$ cat src/hdl/gbm_antithetic_option_payoff_assert.svh
// Assertion macros shared by the option payoff RTL.
`ifndef GBM_ANTITHETIC_OPTION_PAYOFF_ASSERT_SVH
`define GBM_ANTITHETIC_OPTION_PAYOFF_ASSERT_SVH
`ifndef SYNTHESIS
`define GBMAP_CHECK_IMP(lbl, clk, rst, ante, cons) \
   lbl: assert property (@(posedge clk) disable iff (rst) (ante) |-> (cons)) \
      else $error("gbmap check failed");
`define GBMAP_CHECK_NXT(lbl, clk, rst, ante, cons) \
   lbl: assert property (@(posedge clk) disable iff (rst) (ante) |=> (cons)) \
      else $error("gbmap check failed");
`else
`define GBMAP_CHECK_IMP(lbl, clk, rst, ante, cons)
`define GBMAP_CHECK_NXT(lbl, clk, rst, ante, cons)
`endif
`endif

$ cat src/hdl/gbmap_pkg.sv
// Shared types, constants and tables of the option payoff block.
`timescale 1ns / 1ps
package gbmap_pkg;

   localparam int CSR_INDEX_BITS = 3;

   typedef enum logic [CSR_INDEX_BITS-1:0] {
      REG_DRIFT     = 3'd0,
      REG_DIFFUSION = 3'd1,
      REG_SPOT      = 3'd2,
      REG_STRIKE    = 3'd3,
      REG_DISCOUNT  = 3'd4,
      REG_PUT       = 3'd5
   } csr_reg_type;

   typedef struct packed {
      logic signed [31:0] drift;
      logic [30:0]        diffusion;
      logic [31:0]        spot;
      logic [31:0]        strike;
      logic [16:0]        discount;
      logic               is_put;
   } cfg_type;

   localparam logic [16:0] DISCOUNT_RESET = 17'd65536;
   localparam logic [30:0] ONE_Q30        = 31'h4000_0000;
   localparam logic [30:0] LOG2E_Q30      = 31'd1549082005;
   localparam logic [29:0] LN2_Q30        = 30'd744261118;
   localparam longint      EXP_CLAMP      = 64'sd6442450944;
   localparam logic [3:0]  HORNER_TERMS   = 4'd9;

   // floor(2^33 / j) for the Horner divide by j
   function automatic logic [33:0] recip(input logic [3:0] j);
      logic [33:0] m;
      case (j)
         4'd1: m = 34'd8589934592;
         4'd2: m = 34'd4294967296;
         4'd3: m = 34'd2863311530;
         4'd4: m = 34'd2147483648;
         4'd5: m = 34'd1717986918;
         4'd6: m = 34'd1431655765;
         4'd7: m = 34'd1227133513;
         4'd8: m = 34'd1073741824;
         4'd9: m = 34'd954437176;
         default: m = 34'd0;
      endcase
      return m;
   endfunction

endpackage

$ cat src/hdl/gbmap_if.sv
// Handshake channel interfaces of the option payoff block.
`timescale 1ns / 1ps
interface gbmap_req_if;
   logic               valid;
   logic               ready;
   logic signed [15:0] normal_sample;
   logic               path_last;
   logic               clear_totals;
   modport source (output valid, normal_sample, path_last, clear_totals, input ready);
   modport sink (input valid, normal_sample, path_last, clear_totals, output ready);
endinterface


$ cat src/hdl/gbmap_front.sv
// Step front end: scales each sample and keeps the two log-return sums.
`timescale 1ns / 1ps
`include "gbm_antithetic_option_payoff_assert.svh"
module gbmap_front #(
   parameter int LOG_ACCUM_BITS = 48
) (
   input  logic                             clock,
   input  logic                             reset,
   gbmap_req_if.sink                        req,
   input  gbmap_pkg::cfg_type               cfg,
   output logic                             push_valid,
   input  logic                             push_ready,
   output logic signed [LOG_ACCUM_BITS-1:0] push_main,
   output logic signed [LOG_ACCUM_BITS-1:0] push_mirror,
   output logic                             push_last,
   output logic                             push_clear
);
   localparam int SUM_BITS = LOG_ACCUM_BITS + 2;
   localparam logic signed [SUM_BITS-1:0] HI = SUM_BITS'((64'd1 << (LOG_ACCUM_BITS - 1)) - 64'd1);
   localparam logic signed [SUM_BITS-1:0] LO = -HI - SUM_BITS'(1);

   logic                             stage_vld_ff, stage_vld_in;
   logic signed [35:0]               term_ff, term_in;
   logic                             last_ff, last_in;
   logic                             clear_ff, clear_in;
   logic signed [LOG_ACCUM_BITS-1:0] main_ff, main_in;
   logic signed [LOG_ACCUM_BITS-1:0] mirror_ff, mirror_in;

   logic signed [31:0]               dif_s;
   logic signed [47:0]               prod;
   logic signed [36:0]               inc_p, inc_m;
   logic signed [LOG_ACCUM_BITS-1:0] main_new, mirror_new;
   logic                             needs_push, advance, take;

   function automatic logic signed [LOG_ACCUM_BITS-1:0] sat_fn(
      input logic signed [SUM_BITS-1:0] v);
      logic signed [SUM_BITS-1:0] r;
      if (v > HI) r = HI;
      else if (v < LO) r = LO;
      else r = v;
      return LOG_ACCUM_BITS'(r);
   endfunction

   assign dif_s      = {1'b0, cfg.diffusion};
   assign prod       = dif_s * req.normal_sample;
   assign inc_p      = 37'(cfg.drift) + 37'(term_ff);
   assign inc_m      = 37'(cfg.drift) - 37'(term_ff);
   assign main_new   = sat_fn(SUM_BITS'(main_ff) + SUM_BITS'(inc_p));
   assign mirror_new = sat_fn(SUM_BITS'(mirror_ff) + SUM_BITS'(inc_m));

   // only path ends and clears go to the back end
   assign needs_push  = last_ff || clear_ff;
   assign advance     = stage_vld_ff && (!needs_push || push_ready);
   assign req.ready   = !stage_vld_ff || advance;
   assign take        = req.valid && req.ready;
   assign push_valid  = stage_vld_ff && needs_push;
   assign push_main   = main_new;
   assign push_mirror = mirror_new;
   assign push_last   = last_ff;
   assign push_clear  = clear_ff;

   always_comb begin
      stage_vld_in = stage_vld_ff;
      term_in      = term_ff;
      last_in      = last_ff;
      clear_in     = clear_ff;
      main_in      = main_ff;
      mirror_in    = mirror_ff;
      if (advance) begin
         stage_vld_in = 1'b0;
         if (last_ff) begin
            main_in   = '0;
            mirror_in = '0;
         end else begin
            main_in   = main_new;
            mirror_in = mirror_new;
         end
      end
      if (take) begin
         stage_vld_in = 1'b1;
         term_in      = prod[47:12];
         last_in      = req.path_last;
         clear_in     = req.clear_totals;
      end
   end

   always_ff @(posedge clock) begin
      if (reset) begin
         stage_vld_ff <= 1'b0;
         main_ff      <= '0;
         mirror_ff    <= '0;
      end else begin
         stage_vld_ff <= stage_vld_in;
         main_ff      <= main_in;
         mirror_ff    <= mirror_in;
      end
      term_ff  <= term_in;
      last_ff  <= last_in;
      clear_ff <= clear_in;
   end

   `GBMAP_CHECK_NXT(a_front_stage, clock, reset, take, stage_vld_ff)

endmodule

$ cat src/flat_wrapper.sv
// flat-port wrapper written by rule: the top's interface ports become plain ports
module gbmap_front_flat 
#(
   parameter int LOG_ACCUM_BITS = 48
)
  (clock, reset, cfg, push_valid, push_ready, push_main, push_mirror, push_last, push_clear, req_valid, req_normal_sample, req_path_last, req_clear_totals, req_ready);
  gbmap_req_if req_i ();
  input  logic clock;
  input  logic reset;
  input  gbmap_pkg::cfg_type cfg;
  output logic push_valid;
  input  logic push_ready;
  output logic signed [LOG_ACCUM_BITS-1:0] push_main;
  output logic signed [LOG_ACCUM_BITS-1:0] push_mirror;
  output logic push_last;
  output logic push_clear;
  input wire logic [$bits(req_i.valid)-1:0] req_valid;
  input wire logic [$bits(req_i.normal_sample)-1:0] req_normal_sample;
  input wire logic [$bits(req_i.path_last)-1:0] req_path_last;
  input wire logic [$bits(req_i.clear_totals)-1:0] req_clear_totals;
  output wire logic [$bits(req_i.ready)-1:0] req_ready;
  assign req_i.valid = req_valid;
  assign req_i.normal_sample = req_normal_sample;
  assign req_i.path_last = req_path_last;
  assign req_i.clear_totals = req_clear_totals;
  assign req_ready = req_i.ready;
  gbmap_front #(.LOG_ACCUM_BITS(LOG_ACCUM_BITS)) u_core (.clock(clock), .reset(reset), .req(req_i), .cfg(cfg), .push_valid(push_valid), .push_ready(push_ready), .push_main(push_main), .push_mirror(push_mirror), .push_last(push_last), .push_clear(push_clear));
endmodule
$ cat config.mk
export PLATFORM = sky130hd
export DESIGN_NAME = gbmap_front_flat
export DESIGN_NICKNAME = d
export VERILOG_FILES = /design/src/hdl/gbmap_pkg.sv /design/src/hdl/gbmap_if.sv /design/src/hdl/gbmap_front.sv /design/src/flat_wrapper.sv
export VERILOG_INCLUDE_DIRS = /design/src /design/src/hdl
export SDC_FILE = /design/constraint.sdc
export NUM_CORES = 2
export LEC_CHECK = 0
export ABC_AREA = 1
export BUFFER_PORTS_ARGS = -buffer_cell sky130_fd_sc_hd__buf_2
export CAP_MARGIN = 20
export CORE_MARGIN = 2
export CORE_UTILIZATION = 64
export DETAILED_ROUTE_END_ITERATION = 10
export PLACE_DENSITY_LB_ADDON = 0.12
export SYNTH_ARGS = -nofsm -noshare
export SYNTH_HDL_FRONTEND = slang
export SYNTH_SLANG_ARGS = --single-unit
$ cat constraint.sdc
create_clock -name clock -period 7.5 [get_ports clock]
set_clock_uncertainty 0.05 [all_clocks]
set_input_delay 0.375 -clock clock [delete_from_list [all_inputs] [get_ports clock]]
set_output_delay 0.375 -clock clock [all_outputs]
set_load 0.01 [all_outputs]
# After elaboration in Yosys (flattened, before gate mapping)
# Cells that the tools add are included.
[word_totals]
reg_bits = 135
inputBits = 167
output_inout_bits = 100
[classes]
n_mux = 8
n_lt_le_gt_ge = 4
n_mul = 1
n_reduce_logical = 9
add_sub_neg = 4
[ops]
columns = ["cell", "count"]
rows = [
  ["two-way mux 48 bit", 6],
  ["adder 48 x 37 -> 49 bit", 2],
  ["greater-than comparator 49 x 48 -> 1 bit, second input constant", 2],
  ["< comparator 49 x 48 -> 1 bit, second input constant", 2],
  ["multiplier 32 x 16 -> 48 bit", 1],
  ["adder 32 x 36 -> 37 bit", 1],
  ["subtractor 32 x 36 -> 37 bit", 1],
  ["logical AND 1 bit", 3],
  ["logical OR 1 bit", 3],
  ["logical NOT 1 bit", 2],
  ["two-way mux 1 bit", 2],
  ["nonzero test 2 bit", 1],
]

# Depth between registers and ports, before layout
[depth]
ltp_word = 7
ltp_mapped = 29

# Worst setup path after synthesis
# No wires, ideal clock.
[synth_timing]
path_type = "input to register"
start = "input req_normal_sample[1]"
end = "register u_core.term_ff[22], data pin"
path_buffers = 2
setup_slack_ps = 1602
stages = 25
setup_time_ps = 259
t_arrival_ps = 5589
cell_sequence = "clkbuf_1 -> clkbuf_1 -> nand2_1 -> fa_1 -> fa_1 -> fa_1 -> fa_1 -> inv_1 -> fa_1 -> inv_1 -> fa_1 -> inv_1 -> ha_1 -> a21oi_1 -> nor2_1 -> nor2_1 -> nand2_1 -> nand2_1 -> nand2_1 -> a21oi_1 -> inv_1 -> a21oi_1 -> o21ai_0 -> nand2_1 -> nand2_1"
[synth_between]
elab_chain_cells = 1
[synth_lines]
columns = ["element", "line", "rtl"]
rows = [
  ["start, declared", "flat_wrapper.sv:18", "input wire logic [$bits(req_i.normal_sample)-1:0] req_normal_sample;"],
  ["multiplier 32 x 16 -> 48 bit", "gbmap_front.sv:45", "assign prod = dif_s * req.normal_sample;"],
  ["via u_core.prod[34]", "gbmap_front.sv:30", "logic signed [47:0] prod;"],
  ["end signal, assigned", "gbmap_front.sv:97", "term_ff <= term_in;"],
  ["end, declared", "gbmap_front.sv:23", "logic signed [35:0] term_ff, term_in;"],
]
# The timed path passes the listed nets, and every way through them passes these cells.
# A chain may end at the register's enable or synchronous reset.

# Final worst setup path
[layout_timing]
start = "input req_normal_sample[2]"
end = "register u_core.term_ff[12], data pin"
# Same word-level chain as after synthesis.

==> impl_metrics.csv <==
group,metric,value,unit
floorplan,core_area,50300,sq um
min_path,min_path_type,"in2reg",
setup_path,r2r_end,"u_core.main_ff[25]",
sta,finalCritPeriodShare,85.3,%
route,drt_iter0_drc,2241,
run_status,status,"completed",
min_path,hp-start,"req_clear_totals",
clock_tree,clock_latency,460,ps
sta,slew_viol_final,0,
route,first_pass_iters,6,
setup_path,critPathKind,"in2reg",
clock_tree,clock_path_buffers,2,
clock_tree,cts_resized,0,
setup_path,rrSetupSlack,2460,ps
clock_tree,cts_buffers,17,
setup_path,arrival,6610,ps
global_routing,overflow,0,
logic_synthesis,synth_nets,5749,
logic_synthesis,synth_edf_count,38,
route,viasPerCell,5.29,
finish,syn_to_final_growth,5.80,%
finish,final_nets,5817,
logic_synthesis,synthesis.area,32700,sq um
placed_design,gp_congestion,0.987,
clock_tree,path_clk_slew,70,ps
finish,drive_above_1_share,6.57,%
setup_path,r2r_start,"u_core.term_ff[35]",
global_routing,grt_first_pass_wirelength,150000,um
sta,fmax,156,MHz
floorplan,ioPinCount,267,
logic_synthesis,syn_avg_cell_area,6.75,sq um
logic_synthesis,synthArstFlopShare,0,%
floorplan,die-width,230,um
global_routing,grt_pass1_vias,28900,
floorplan,dieArea,52900,sq um
clock_tree,cts_root_buf,"clkbuf_16",
floorplan,dieHeight,230,um
route,post-route-drc-count,0,
route,vias,29600,
setup_path,crit_required,7710,ps
clock_tree,cts_tree,"yes",
setup_path,path_cells,"buf_2, nand2_1, fa_1, fa_1, fa_1, inv_1, fa_1, fa_1, inv_1, fa_1, inv_1, ha_1, nand2_1, nor2_1, inv_1, nor2_1, inv_1, nor4_1, a21oi_1, o21ai_0, xor2_1",
sta,hold_viol,0,
logic_synthesis,yosysWarnings,0,
clock_tree,htree_levels,4,
placed_design,dp_hpwl,78000,um
clock_tree,holdBufCountCts,0,
setup_path,timing.critical_path.mode_cell,"fa_1",
sta,rsz0062_at_grt,"no",
floorplan,initial_utilization,65.0,%
setup_path,crit_path_max_incr_delay,620,ps
sta,period_needed,6400,ps
sta,setup_tns,0,ps
logic_synthesis,ys_ff_latch,135,
clock_tree,cts.sinks,135,
logic_synthesis,yosysSeqAreaShare,9.44,%
setup_path,path_depth,21,
setup_path,worst_r2r_path_depth,15,
finish,final_cell_mix,"nand2_1, inv_1, fa_1",
route,drtAntennaViolNets,0,
global_routing,antenna_found_initial,3,
sta,relSlewSlack,24.4,%
global_routing,grt_use_total,36.2,%
setup_path,cp-start-kind,"input port",
setup_path,critPathTopFamily,"adder cells",
min_path,hold_path_depth,1,
sta,setup_viol,0,
logic_synthesis,syn_inst,4837,
route,wirelength,93900,um
route,routedWlPerCell,16.8,um
floorplan,rows,82,
flow_run,drv_cap,0,
setup_path,critPathBufInv,6,
sta,tightest_slew,1130,ps
min_path,hold_path_end,"u_core.push_clear",
finish,final_common_cell,"nand2_1",
placed_design,port_buffers,184,
logic_synthesis,ys.flop_type,"dfxtp_1",
logic_synthesis,yosysUniqueCellTypes,44,
setup_path,cp_max_fo,31,
clock_tree,post_cts_buffers,0,
setup_path,cpMaxStageDelayCell,"buf_2",
setup_path,cp-end-kind,"register",
global_routing,grt_max_degree,97,
cell type report:
class | instances | area (sq um)
repair buffers | 201 | 1080
flip-flops and latches | 135 | 3080
clock buffers | 18 | 450
well taps | 672 | 841
fillers | 4556 | 15700
multi-input cells | 3274 | 24100
clock inverters | 14 | 174
diodes | 3 | 7.51
inverters | 1276 | 4790
synthesized netlist by cell type (2+ instances only):
| cell type | instances | area share (%) |
|---|---|---|
| nand4_1 | 26 | 0.50 |
| o21a_1 | 13 | 0.30 |
| fa_1 | 500 | 31 |
| a21o_1 | 4 | 0.092 |
| nor2_1 | 264 | 3.0 |
| buf_2 | 8 | 0.12 |
| xnor2_1 | 17 | 0.46 |
| and3_1 | 2 | 0.038 |
| dfxtp_1 | 97 | 5.9 |
| a21oi_1 | 246 | 3.8 |
| xor2_1 | 77 | 2.1 |
| nand3b_1 | 3 | 0.069 |
| ha_1 | 245 | 9.4 |
| buf_1 | 6 | 0.069 |
| a31oi_1 | 10 | 0.19 |
| inv_1 | 1263 | 15 |
| buf_4 | 5 | 0.11 |
| nand2_2 | 39 | 0.75 |
| nand3_1 | 99 | 1.5 |
| clkbuf_1 | 123 | 1.4 |
| and2_1 | 4 | 0.077 |
| o21ai_0 | 66 | 1.0 |
| nor3_1 | 18 | 0.28 |
| nand2_1 | 1565 | 18 |
| a21boi_0 | 7 | 0.16 |
| o211ai_1 | 2 | 0.046 |
| o21bai_1 | 20 | 0.46 |
| or2_2 | 8 | 0.15 |
| nor2_2 | 22 | 0.42 |
| nand4_2 | 2 | 0.077 |
| inv_2 | 13 | 0.15 |
| nor4_1 | 6 | 0.11 |
| buf_6 | 9 | 0.31 |
| edfxtp_1 | 38 | 3.5 |
state kept, by name, summed over array words and instances (netlist names):
name	cells
u_core.main_ff	48
u_core.stage_vld_ff	1
u_core.push_last	1
u_core.mirror_ff	48
u_core.term_ff	36
u_core.push_clear	1
metrics by stage:
stage | instances | hold slack [ps] | area (sq um) | worst slack, ps | util (%)
2_1_floorplan | 4837 | 395 | 32700 | 1600 | -
3_3_place_gp | 5557 | 403 | 33900 | 961 | 67.4
3_5_place_dp | 5557 | 407 | 33900 | 855 | 67.4
4_1_cts | 5589 | 40.4 | 34500 | 1330 | 68.7
5_1_grt | 5590 | 39.9 | 34500 | 787 | 68.7
6_report | 5593 | 52.3 | 34600 | 1100 | 68.7
per-layer routing:
metal	wire, um	GRT usage, %	up-vias
li1	-	-	14200
met1	39500	49.0	14200
met2	43600	60.2	1087
met3	7330	3.98	172
met4	3460	13.5	2
met5	9	0	-
kinds of logic after synthesis:
family	after synthesis	synth area share, %
compound gates	375	6.20
xor+xnor	94	2.52
fa+ha+maj	745	40.0
buf+inv	1428	16.7
flops	135	9.44
simple gates	2060	25.1
worst reg2reg max path, stage by stage (launching register included):
cell,delay (ps)
edfxtp_1,1090
fa_1,580
ha_1,470
nand2_1,170
nor2_1,170
nand2_1,110
nor2_2,150
inv_2,40
nor2_1,80
nand2_1,80
nand4_1,140
nand4_1,790
buf_4,610
nand2_1,260
nand2_1,80
a21oi_1,120
how the worst max path moves through the flow:
stage                              start                  to
global route        req_normal_sample[2]  u_core.term_ff[12]
global placement    req_normal_sample[2]  u_core.term_ff[12]
detailed placement  req_normal_sample[2]  u_core.term_ff[12]
finish              req_normal_sample[2]  u_core.term_ff[12]
floorplan           req_normal_sample[1]  u_core.term_ff[22]
CTS                 req_normal_sample[2]  u_core.term_ff[12]
Power is not shown: default switching activity piles up to over one toggle a cycle in this logic, so the estimate is an artifact.
