## src/hdl/gbm_antithetic_option_payoff_assert.svh

```systemverilog
// Assertion macros shared by the option payoff RTL.
`ifndef GBM_ANTITHETIC_OPTION_PAYOFF_ASSERT_SVH
`define GBM_ANTITHETIC_OPTION_PAYOFF_ASSERT_SVH
`ifndef SYNTHESIS
`define GBMAP_CHECK_IMP(lbl, clk, rst, ante, cons) \
   lbl: assert property (@(posedge clk) disable iff (rst) (ante) |-> (cons)) \
      else $error("gbmap check failed");
`define GBMAP_CHECK_NXT(lbl, clk, rst, ante, cons) \
   lbl: assert property (@(posedge clk) disable iff (rst) (ante) |=> (cons)) \
      else $error("gbmap check failed");
`else
`define GBMAP_CHECK_IMP(lbl, clk, rst, ante, cons)
`define GBMAP_CHECK_NXT(lbl, clk, rst, ante, cons)
`endif
`endif

```

## src/hdl/gbmap_fifo.sv

```systemverilog
// Short queue of path-end and clear entries between front and back.
`timescale 1ns / 1ps
`include "gbm_antithetic_option_payoff_assert.svh"
module gbmap_fifo #(
   parameter int WIDTH = 98,
   parameter int DEPTH = 2
) (
   input  logic             clock,
   input  logic             reset,
   input  logic             push_valid,
   output logic             push_ready,
   input  logic [WIDTH-1:0] push_data,
   output logic             pop_valid,
   input  logic             pop_ready,
   output logic [WIDTH-1:0] pop_data
);
   localparam int PTR_BITS = (DEPTH > 1) ? $clog2(DEPTH) : 1;
   localparam int CNT_BITS = $clog2(DEPTH + 1);

   logic [WIDTH-1:0]    mem_ff [DEPTH];
   logic [PTR_BITS-1:0] wr_ptr_ff, wr_ptr_in, rd_ptr_ff, rd_ptr_in;
   logic [CNT_BITS-1:0] cnt_ff, cnt_in;
   logic                do_push, do_pop;

   assign push_ready = cnt_ff != CNT_BITS'(DEPTH);
   assign pop_valid  = cnt_ff != '0;
   assign pop_data   = mem_ff[rd_ptr_ff];
   assign do_push    = push_valid && push_ready;
   assign do_pop     = pop_valid && pop_ready;

   always_comb begin
      wr_ptr_in = wr_ptr_ff;
      rd_ptr_in = rd_ptr_ff;
      cnt_in    = cnt_ff;
      if (do_push) begin
         wr_ptr_in = (wr_ptr_ff == PTR_BITS'(DEPTH - 1)) ? '0 : wr_ptr_ff + 1'b1;
      end
      if (do_pop) begin
         rd_ptr_in = (rd_ptr_ff == PTR_BITS'(DEPTH - 1)) ? '0 : rd_ptr_ff + 1'b1;
      end
      if (do_push && !do_pop) cnt_in = cnt_ff + 1'b1;
      else if (do_pop && !do_push) cnt_in = cnt_ff - 1'b1;
   end

   always_ff @(posedge clock) begin
      if (reset) begin
         wr_ptr_ff <= '0;
         rd_ptr_ff <= '0;
         cnt_ff    <= '0;
      end else begin
         wr_ptr_ff <= wr_ptr_in;
         rd_ptr_ff <= rd_ptr_in;
         cnt_ff    <= cnt_in;
      end
      if (do_push) mem_ff[wr_ptr_ff] <= push_data;
   end

   `GBMAP_CHECK_IMP(a_fifo_bound, clock, reset, 1'b1, cnt_ff <= CNT_BITS'(DEPTH))

endmodule

```

## config.mk

```make
export PLATFORM = sky130hd
export DESIGN_NAME = gbmap_fifo
export DESIGN_NICKNAME = d
export VERILOG_FILES = /design/src/hdl/gbmap_fifo.sv
export VERILOG_INCLUDE_DIRS = /design/src /design/src/hdl
export SDC_FILE = /design/constraint.sdc
export NUM_CORES = 1
export LEC_CHECK = 0
export ABC_AREA = 1
export BUFFER_PORTS_ARGS = -buffer_cell sky130_fd_sc_hd__buf_2
export CAP_MARGIN = 20
export CORE_MARGIN = 4
export CORE_UTILIZATION = 38
export DETAILED_ROUTE_END_ITERATION = 10
export GPL_TIMING_DRIVEN = 1
export SLEW_MARGIN = 20
export SYNTH_ARGS = -nofsm -noshare
export SYNTH_HDL_FRONTEND = slang
export SYNTH_SLANG_ARGS = --single-unit
```

## constraint.sdc

```tcl
create_clock -name clock -period 8.1 [get_ports clock]
set_input_delay 0.405 -clock clock [delete_from_list [all_inputs] [get_ports clock]]
set_output_delay 0.405 -clock clock [all_outputs]
set_load 0.1 [all_outputs]
```

# After elaboration in Yosys (flattened, before gate mapping)

Memories as Yosys holds them, arrays and structs flattened. A register that Yosys moved wholly into a read port is not among the register bits.
Index checks and enable logic that the tools add are counted.

ROM bits: 0
Register bits: 4
Latch bits: 0
Memories: 1
RAM bits: 196

Multiply operators: 0
Mux-type cells: 8
Add/sub/neg operators: 4
Shifts and indexed selects: 0
Bitwise logic cells: 0
Divide/modulo/power cells: 0
Equal/unequal tests: 1
Order comparisons: 0
Reductions and logical operators: 8

Memory list:

| name   | words | width | rd ports | clocked after memory_dff | write ports | line             | RTL |
|---|---|---|---|---|---|---|---|
| mem_ff | 2     | 98    | 1        | 1                        | 1           | gbmap_fifo.sv:20 | `logic [WIDTH-1:0] mem_ff [DEPTH];` |

Operators by type and width:

| operator              | number |
|---|---|
| $mux W1               | 6 |
| $logic_and A1 B1 Y1   | 4 |
| $mux W2               | 2 |
| $reduce_bool A2 Y1    | 2 |
| $add A1 B1 Y1 const B | 2 |
| $add A2 B1 Y2 const B | 1 |
| $logic_not A1 Y1      | 2 |
| $ne A2 B2 Y1 const B  | 1 |
| $sub A2 B1 Y2 const B | 1 |

# Longest topological paths before layout

Gate-level depths: netlist (run 1).

Depth after elaboration: 6
Gate-level depth with buffers: 11

# Worst setup path after synthesis (run 1)

Ideal clock, no wire load.

Kind: reg2reg
Start: register cnt_ff[0]
End: memory mem_ff[0][0] (enable)
Data arrival time: 5405 ps
Setup slack: 2139 ps
Setup time: 556 ps
Cell stages (with the launch flop): 5
Cells stage by stage: dfxtp_1 inv_1 nand2_1 nand2_1 nor2_1

Cells in the longest elaborated chain, start to end: 4

Ends and longest elaborated chain:

| what                          | line             | RTL |
|---|---|---|
| start, declared               | gbmap_fifo.sv:22 | `logic [CNT_BITS-1:0] cnt_ff, cnt_in;` |
| start signal, assigned        | gbmap_fifo.sv:53 | `cnt_ff <= cnt_in;` |
| $ne A2 B2 Y1                  | gbmap_fifo.sv:25 | `assign push_ready = cnt_ff != CNT_BITS'(DEPTH);` |
| net push_ready                | gbmap_fifo.sv:11 | `output logic push_ready,` |
| $logic_and A1 B1 Y1           | gbmap_fifo.sv:28 | `assign do_push = push_valid && push_ready;` |
| $mux W1                       | gbmap_fifo.sv:55 | `if (do_push) mem_ff[wr_ptr_ff] <= push_data;` |
| $mux W1 (not written as such) | gbmap_fifo.sv:55 |  |
| end, declared                 | gbmap_fifo.sv:20 |  |

The timed path passes the listed nets, and every way through them passes these cells.

==> flow_summary.ini, run 1 <==
[logic_synthesis]
syn-num-nets = 445
ys_types = 14
synth-seq-area-share_pct = 81.1
mappedNetlistArea_um2 = 7380
synthCells = 342
ys_ff_latch = 201
synth_top_area_share_pct = 79.7
synthTopCellsByArea = edfxtp_1 80%, mux2_2 12%, mux2_4 4.1%
synth_area_per_cell_um2 = 21.6
yosysWarnings = 0
yosys.area.top_type = edfxtp_1

[sta]
finalCritPeriodShare_pct = 39.7
fin_worst_skew_ns = 0.00734
worst_slew_pin_slew_ns = 0.898
rsz0062_at_grt = false
max_freq_ghz = 0.311
hold_viol = 0
worst_hold_slack_ns = 0.102
slew_viol_final = 0
setup_tns_ns = 0
relSlewSlack_pct = 40.1
setup_viol = 0
fin_crit_ns = 3.21

[pwr]
power_frac_clock_pct = 24.4
peakVddDrop_mv = 0.335
seqPwrFrac_pct = 34.6
combPwrFrac_pct = 41.0
p_switching_w = 0.00175
leakage_nw = 3.57
switching_share_pct = 44.4
p_int_w = 0.00220
cellPowerDensity_nw_per_um2 = 418

[layout]
final_common_cell = buf_2
layout_common_cells = 201 x buf_2, 196 x edfxtp_1, 78 x mux2_2, 23 x clkbuf_16, 20 x mux2_4
drive_above_1_share_pct = 59.3
fillers = 1617
stdcell_count = 838
num-nets-final = 665
n_antenna_cell = 0
syn2layout_area_growth_pct = 28.1

[clocking]
numCtsBuffers = 22
cts_resized = 0
clock_latency_ns = 0.48
cts.sinks = 201
cts_buffer_depth = 3
clk_pin_slew_ns = 0.06
cts_setup_buffers = 0
root_buffer = clkbuf_16
htreeDepth = 1
postCtsHoldBufs = 0
tritoncts = done

[floorplanning]
dieHeight_um = 147
io_pins = 202
floorplan.rows = 50
dieArea_um2 = 21700
coreArea_um2 = 18900
die_w_um = 147
start_util_pct = 39.1

[placement]
gp_congestion = 0.703
hpwlAfterDp_um = 9350
port_buffers = 201
placed_cells = 795

[drt]
vias = 3825
drc = 0
routed_via_density = 4.56
wl_um = 14100
drtAntennaViolNets = 0
drt_iter0_markers = 157
wl_per_cell_um = 16.8
drtPass1Iterations = 4

[setup_path]
r2r_setup_slack_ns = 5.93
worst_setup_path_start_kind = flip-flop
worstSetupPathType = flip-flop to primary output
worst_ep_required_time_ns = 7.70
crit_arrival_ns = 2.81
timing.rr.end = mem_ff[0][83]$_DFFE_PP_
reg2reg_depth = 5
path_max_fanout = 58
rr_startpoint = cnt_ff[0]$_SDFFE_PP0P_
endpoint_kind = primary output

[run]
drv_cap = 0

[global_route]
grt_pass1_wl_um = 21700
gr-total-overflow = 0
antenna_found_initial = 2
grtUsageTotal_pct = 12.4
grt_max_degree = 66
grt_pass1_vias = 4212

[hold_path]
hp-start = push_data[31]
min_to = mem_ff[0][31]$_DFFE_PP_
min_path_type = input pin to flip-flop
min_path_cells = 1

[status]
status = complete, no violations
==> synth_stat cells (all sizes together) <==
cell,instances
nand3,2
nor2,7
nand4,1
a21oi,2
nand2,9
inv,8
ha,1
dfxtp,5
o21ai,2
mux2,98
edfxtp,196
buf,11
==> stage by stage <==
| step | total power [W] | setup WS, ns | area [um2] | util (%) |
|---|---|---|---|---|
| 2_1_floorplan | 0.00280 | 2.14 | 7380 | - |
| 3_3_place_gp | 0.00300 | 5.28 | 8680 | 45.9 |
| 3_5_place_dp | 0.00302 | 5.20 | 8680 | 45.9 |
| 4_1_cts | 0.00399 | 4.83 | 9390 | 49.7 |
| 5_1_grt | 0.00410 | 4.74 | 9460 | 50.1 |
| 6_report | 0.00395 | 4.89 | 9460 | 50.1 |
==> worst max-delay path, stage by stage (launching register included) <==
cell and delay [ns]:
dfxtp_4 0.70, buf_4 0.78, mux2_2 0.32, buf_2 0.42
==> final cells by class <==
| cell class | instances | area [um2] | area share, % |
|---|---|---|---|
| Timing Repair Buffer | 207 | 1100 | 11.6 |
| Clock buffer | 26 | 587 | 6.20 |
| Inverter | 8 | 30.0 | 0.317 |
| Sequential cell | 201 | 5990 | 63.3 |
| Clock inverter | 14 | 129 | 1.36 |
| Tap cell | 260 | 325 | 3.44 |
| Multi-Input combinational cell | 122 | 1300 | 13.8 |
==> per-layer routing <==
metal | wire length, um | global-route usage, % | vias up
met1 | 5700 | 14.4 | 1857
li1 | - | - | 1781
met3 | 1150 | 4.35 | 28
met2 | 6870 | 22.1 | 155
met5 | 22 | 0 | -
met4 | 310 | 3.17 | 4
==> worst max path at each step <==
stage / end / start / slack, ns
after CTS: pop_data[15] / flip-flop / 4.83
after global placement: mem_ff[1][77]$_DFFE_PP_ / push_valid / 5.28
after global routing: pop_data[15] / flip-flop / 4.74
final: pop_data[15] / flip-flop / 4.89
after detailed placement: mem_ff[1][62]$_DFFE_PP_ / push_valid / 5.20
after floorplan: mem_ff[0][0]$_DFFE_PP_ / cnt_ff[0]$_SDFFE_PP0P_ / 2.14
==> cells by family after synthesis <==
family,after synthesis,share of synthesized area [%]
DFF,201,81.1
and+or+nand+nor,19,1.03
buffers and inverters,19,1.49
AOI/OAI and AO/OA,4,0.271
adders and majority gates,1,0.169
muxes,98,16.0
==> power groups by stage <==
stage                     logic, W  registers [W]  clock network [W]
after floorplan            0.00142        0.00138                  0
after global placement     0.00161        0.00139                  0
after detailed placement   0.00162        0.00140                  0
after CTS                  0.00162        0.00138           0.000993
after global routing       0.00167        0.00138            0.00104
final                      0.00162        0.00137           0.000963
==> flip-flops by register name, summed over array words and instances (netlist names), named ones only <==
signal     cells
wr_ptr_ff      1
mem_ff       196
cnt_ff         2
rd_ptr_ff      1
No activity file was read; power rests on OpenSTA's default activity.
==> inputs of run 2 (changes only) <==
--- a/config.mk
+++ b/config.mk
@@ -6,7 +6,7 @@
 export SDC_FILE = /design/constraint.sdc
 export NUM_CORES = 1
 export LEC_CHECK = 0
-export ABC_AREA = 1
+export ABC_AREA = 0
 export BUFFER_PORTS_ARGS = -buffer_cell sky130_fd_sc_hd__buf_2
 export CAP_MARGIN = 20
 export CORE_MARGIN = 4
==> constraint.sdc (replaced) <==
create_clock -name clock -period 2.6 [get_ports clock]
set_input_delay 0.13 -clock clock [delete_from_list [all_inputs] [get_ports clock]]
set_output_delay 0.13 -clock clock [all_outputs]
set_load 0.1 [all_outputs]
==> run 2 against run 1 <==
  * Synthesized area decreased by 0.22%
  * Sequential share of layout area decreased by 5.7 points
  * Non-clock buffer count up 102
  * Total power rose to 3.2 times the previous value
  * Clock skew shrank 0.0020 ns
  * Global-route usage grew 0.99 points
  * Register-to-register slack got worse by 5.2 ns
  * Flip-flop and latch count unchanged
  * Sequential power grew to 3.0 times the previous value
  * Worst hold slack better by 0.014 ns
  * Critical path type unchanged
==> flow_summary.ini, run 2 <==
[status]
status = complete, no violations

[sta]
hold_viol = 0
setup_viol = 0
setup_tns_ns = 0
rsz0062_at_grt = false
fin_worst_skew_ns = 0.00530
max_freq_ghz = 0.494
relSlewSlack_pct = 61.5
finalWorstSetupSlack_ns = 0.574
fin_crit_ns = 2.03
slew_viol_final = 0
finalCritPeriodShare_pct = 77.9
worst_slew_pin_slew_ns = 0.577

[hold_path]
min_path_cells = 4
hp-start = pop_ready
min_path_type = input pin to flip-flop

[logic_synthesis]
syn-num-nets = 432
synth-seq-area-share_pct = 81.3
synth_ff_type = edfxtp_1
ys_ff_latch = 201
yosys.area.top_type = edfxtp_1
synth_top_area_share_pct = 79.9
synth.most_common_cell = edfxtp_1
synth-async-reset-ratio_pct = 0
yosysWarnings = 0
mappedNetlistArea_um2 = 7370
synth_area_per_cell_um2 = 22.4
synthTopCellsByArea = edfxtp_1 80%, mux2_2 12%, mux2_4 4.1%
ys_top_cells_by_count = 196 x edfxtp_1, 78 x mux2_2, 20 x mux2_4, 7 x buf_2, 5 x dfxtp_1
synth-edff-count = 196
ys_types = 19
synthCells = 329

[drt]
wl_per_cell_um = 16.2
drtPass1Iterations = 4
drt_iter0_markers = 182
routed_via_density = 4.45
drc = 0
drtAntennaViolNets = 0
vias = 4114
wl_um = 15000

[setup_path]
rr_startpoint = cnt_ff[1]$_SDFFE_PP0P_
worst_setup_path_start_kind = flip-flop
path_max_fanout = 55
cp_cell_sequence = buf_12 -> mux2_2 -> buf_2
worst_ep_required_time_ns = 2.47
crit_path_max_incr_delay_ns = 0.41
r2r_setup_slack_ns = 0.77
slowest_stage = mux2_2
crit_arrival_ns = 1.90
worstSetupPathType = flip-flop to primary output
timing.rr.end = mem_ff[0][83]$_DFFE_PP_
cp_top_family = buffers and inverters
endpoint_kind = primary output
path_buf_inv = 2
reg2reg_depth = 4

[clocking]
numCtsBuffers = 21
clock_latency_ns = 0.48
tritoncts = done
cts.sinks = 201
cts_buffer_depth = 3
clk_pin_slew_ns = 0.05
cts_setup_buffers = 0
root_buffer = clkbuf_16
htreeDepth = 1

[placement]
pre_cts_slack_ns = 0.677
hpwlAfterDp_um = 9360
port_buffers = 201
placed_area_um2 = 8770
gp_congestion = 0.697
placed_cells = 787

[pwr]
peakVddDrop_mv = 0.836
cellPowerDensity_nw_per_um2 = 1210
leakage_nw = 3.92

[layout]
num-nets-final = 753
final_common_cell = buf_2
fillers = 1519
drive_above_1_share_pct = 51.0
layout_common_cells = 201 x buf_2, 196 x edfxtp_1, 100 x dlygate4sd3_1, 78 x mux2_2, 21 x clkbuf_16
stdcell_count = 924
regMostFlops = mem_ff
final_area_um2 = 10400
largest_reg_flops = 196
postLayoutCoreUtil_pct = 55.0
syn2layout_area_growth_pct = 41.1
largest_registers = mem_ff x196, cnt_ff x2

[global_route]
grt_pass1_wl_um = 23400
grtUsageTotal_pct = 13.4
grt_pass1_vias = 4622
grt_max_degree = 56
antenna_found_initial = 2
gr-total-overflow = 0

[floorplanning]
dieHeight_um = 147
dieArea_um2 = 21700
start_util_pct = 39.0
coreArea_um2 = 18900
floorplan.rows = 50
die_w_um = 147
io_pins = 202

[run]
drv_cap = 0
## run 2: changes by cell type in the layout (fill, tap and decap cells not counted), sizes merged, moves of 4 or more
cell,before,now
nor2,7,3
nand2,9,0
dlygate4sd3,0,100
inv,9,1
## run 2: what timing repair did
item                      CTS  global route
hold buffers              100             0
gates resized for setup     0             0
hold endpoints to repair  201             0
## run 2: cells by family (layout without fill, tap and decap cells)
group	after synthesis	count (layout)	share of synthesized area, %
flops	201	201	81.2
mux	98	98	16.0
buf+inv	12	346	1.14
simple gates	9	9	0.680
compound gates	5	5	0.408
xor+xnor	3	3	0.357
fa+ha+maj	1	1	0.170
other cells	0	1	0
## run 2: metrics by stage
stage	power (W)	hold WS [ns]
after global routing	0.0130	0.122
final	0.0126	0.116
after global placement	0.00983	0.319
after floorplan	0.00904	0.195
after CTS	0.0127	0.0920
after detailed placement	0.00987	0.321
## run 2: area by class of cell
| class | instances | area (um2) | area share, % |
|---|---|---|---|
| antenna | 1 | 2.50 | 0.0241 |
| sequential | 201 | 5990 | 57.6 |
| timing repair buffer | 309 | 2140 | 20.6 |
| clock inverter | 7 | 58.8 | 0.566 |
| clock buffer | 29 | 556 | 5.35 |
| multi-input combinational | 116 | 1310 | 12.6 |
| tap | 260 | 325 | 3.13 |
| inverter | 1 | 7.51 | 0.0722 |
## run 2: power breakdown
group,internal [W],switching (W),total (W)
Combinational,0.00118,0.00456,0.00574
Sequential,0.00405,0.000105,0.00415
Clock,0.00159,0.00110,0.00269
Total,0.00681,0.00576,0.0126
## run 2: worst max-delay path by stage
stage / startpoint / endpoint / slack [ns] / cells past startpoint
after CTS: flip-flop / pop_data[42] / 0.54 / 3
after detailed placement: cnt_ff[1]$_SDFFE_PP0P_ / mem_ff[0][11]$_DFFE_PP_ / 0.68 / 4
after global routing: flip-flop / pop_data[42] / 0.49 / 3
final: flip-flop / pop_data[42] / 0.57 / 3
after global placement: cnt_ff[0]$_SDFFE_PP0P_ / mem_ff[0][72]$_DFFE_PP_ / 0.78 / 4
after floorplan: cnt_ff[0]$_SDFFE_PP0P_ / mem_ff[0][0]$_DFFE_PP_ / -0.1 / 3
## run 2: worst min-delay path: cells and delay by family
kind | cells | cell delay (ns)
xor gates and xnor gates | 1 | 0.11
AOI/OAI and AO/OA | 1 | 0.14
and+or+nand+nor | 1 | 0.07
buffers and inverters | 1 | 0.10
## run 2: routing by layer
layer,up-vias,part of all wire [%],global-route usage (%)
li1,1943,-,-
met1,1987,39,15.6
met2,152,51,24.2
met3,30,8.0,3.98
met4,2,2.0,3.77
met5,-,0.047,0
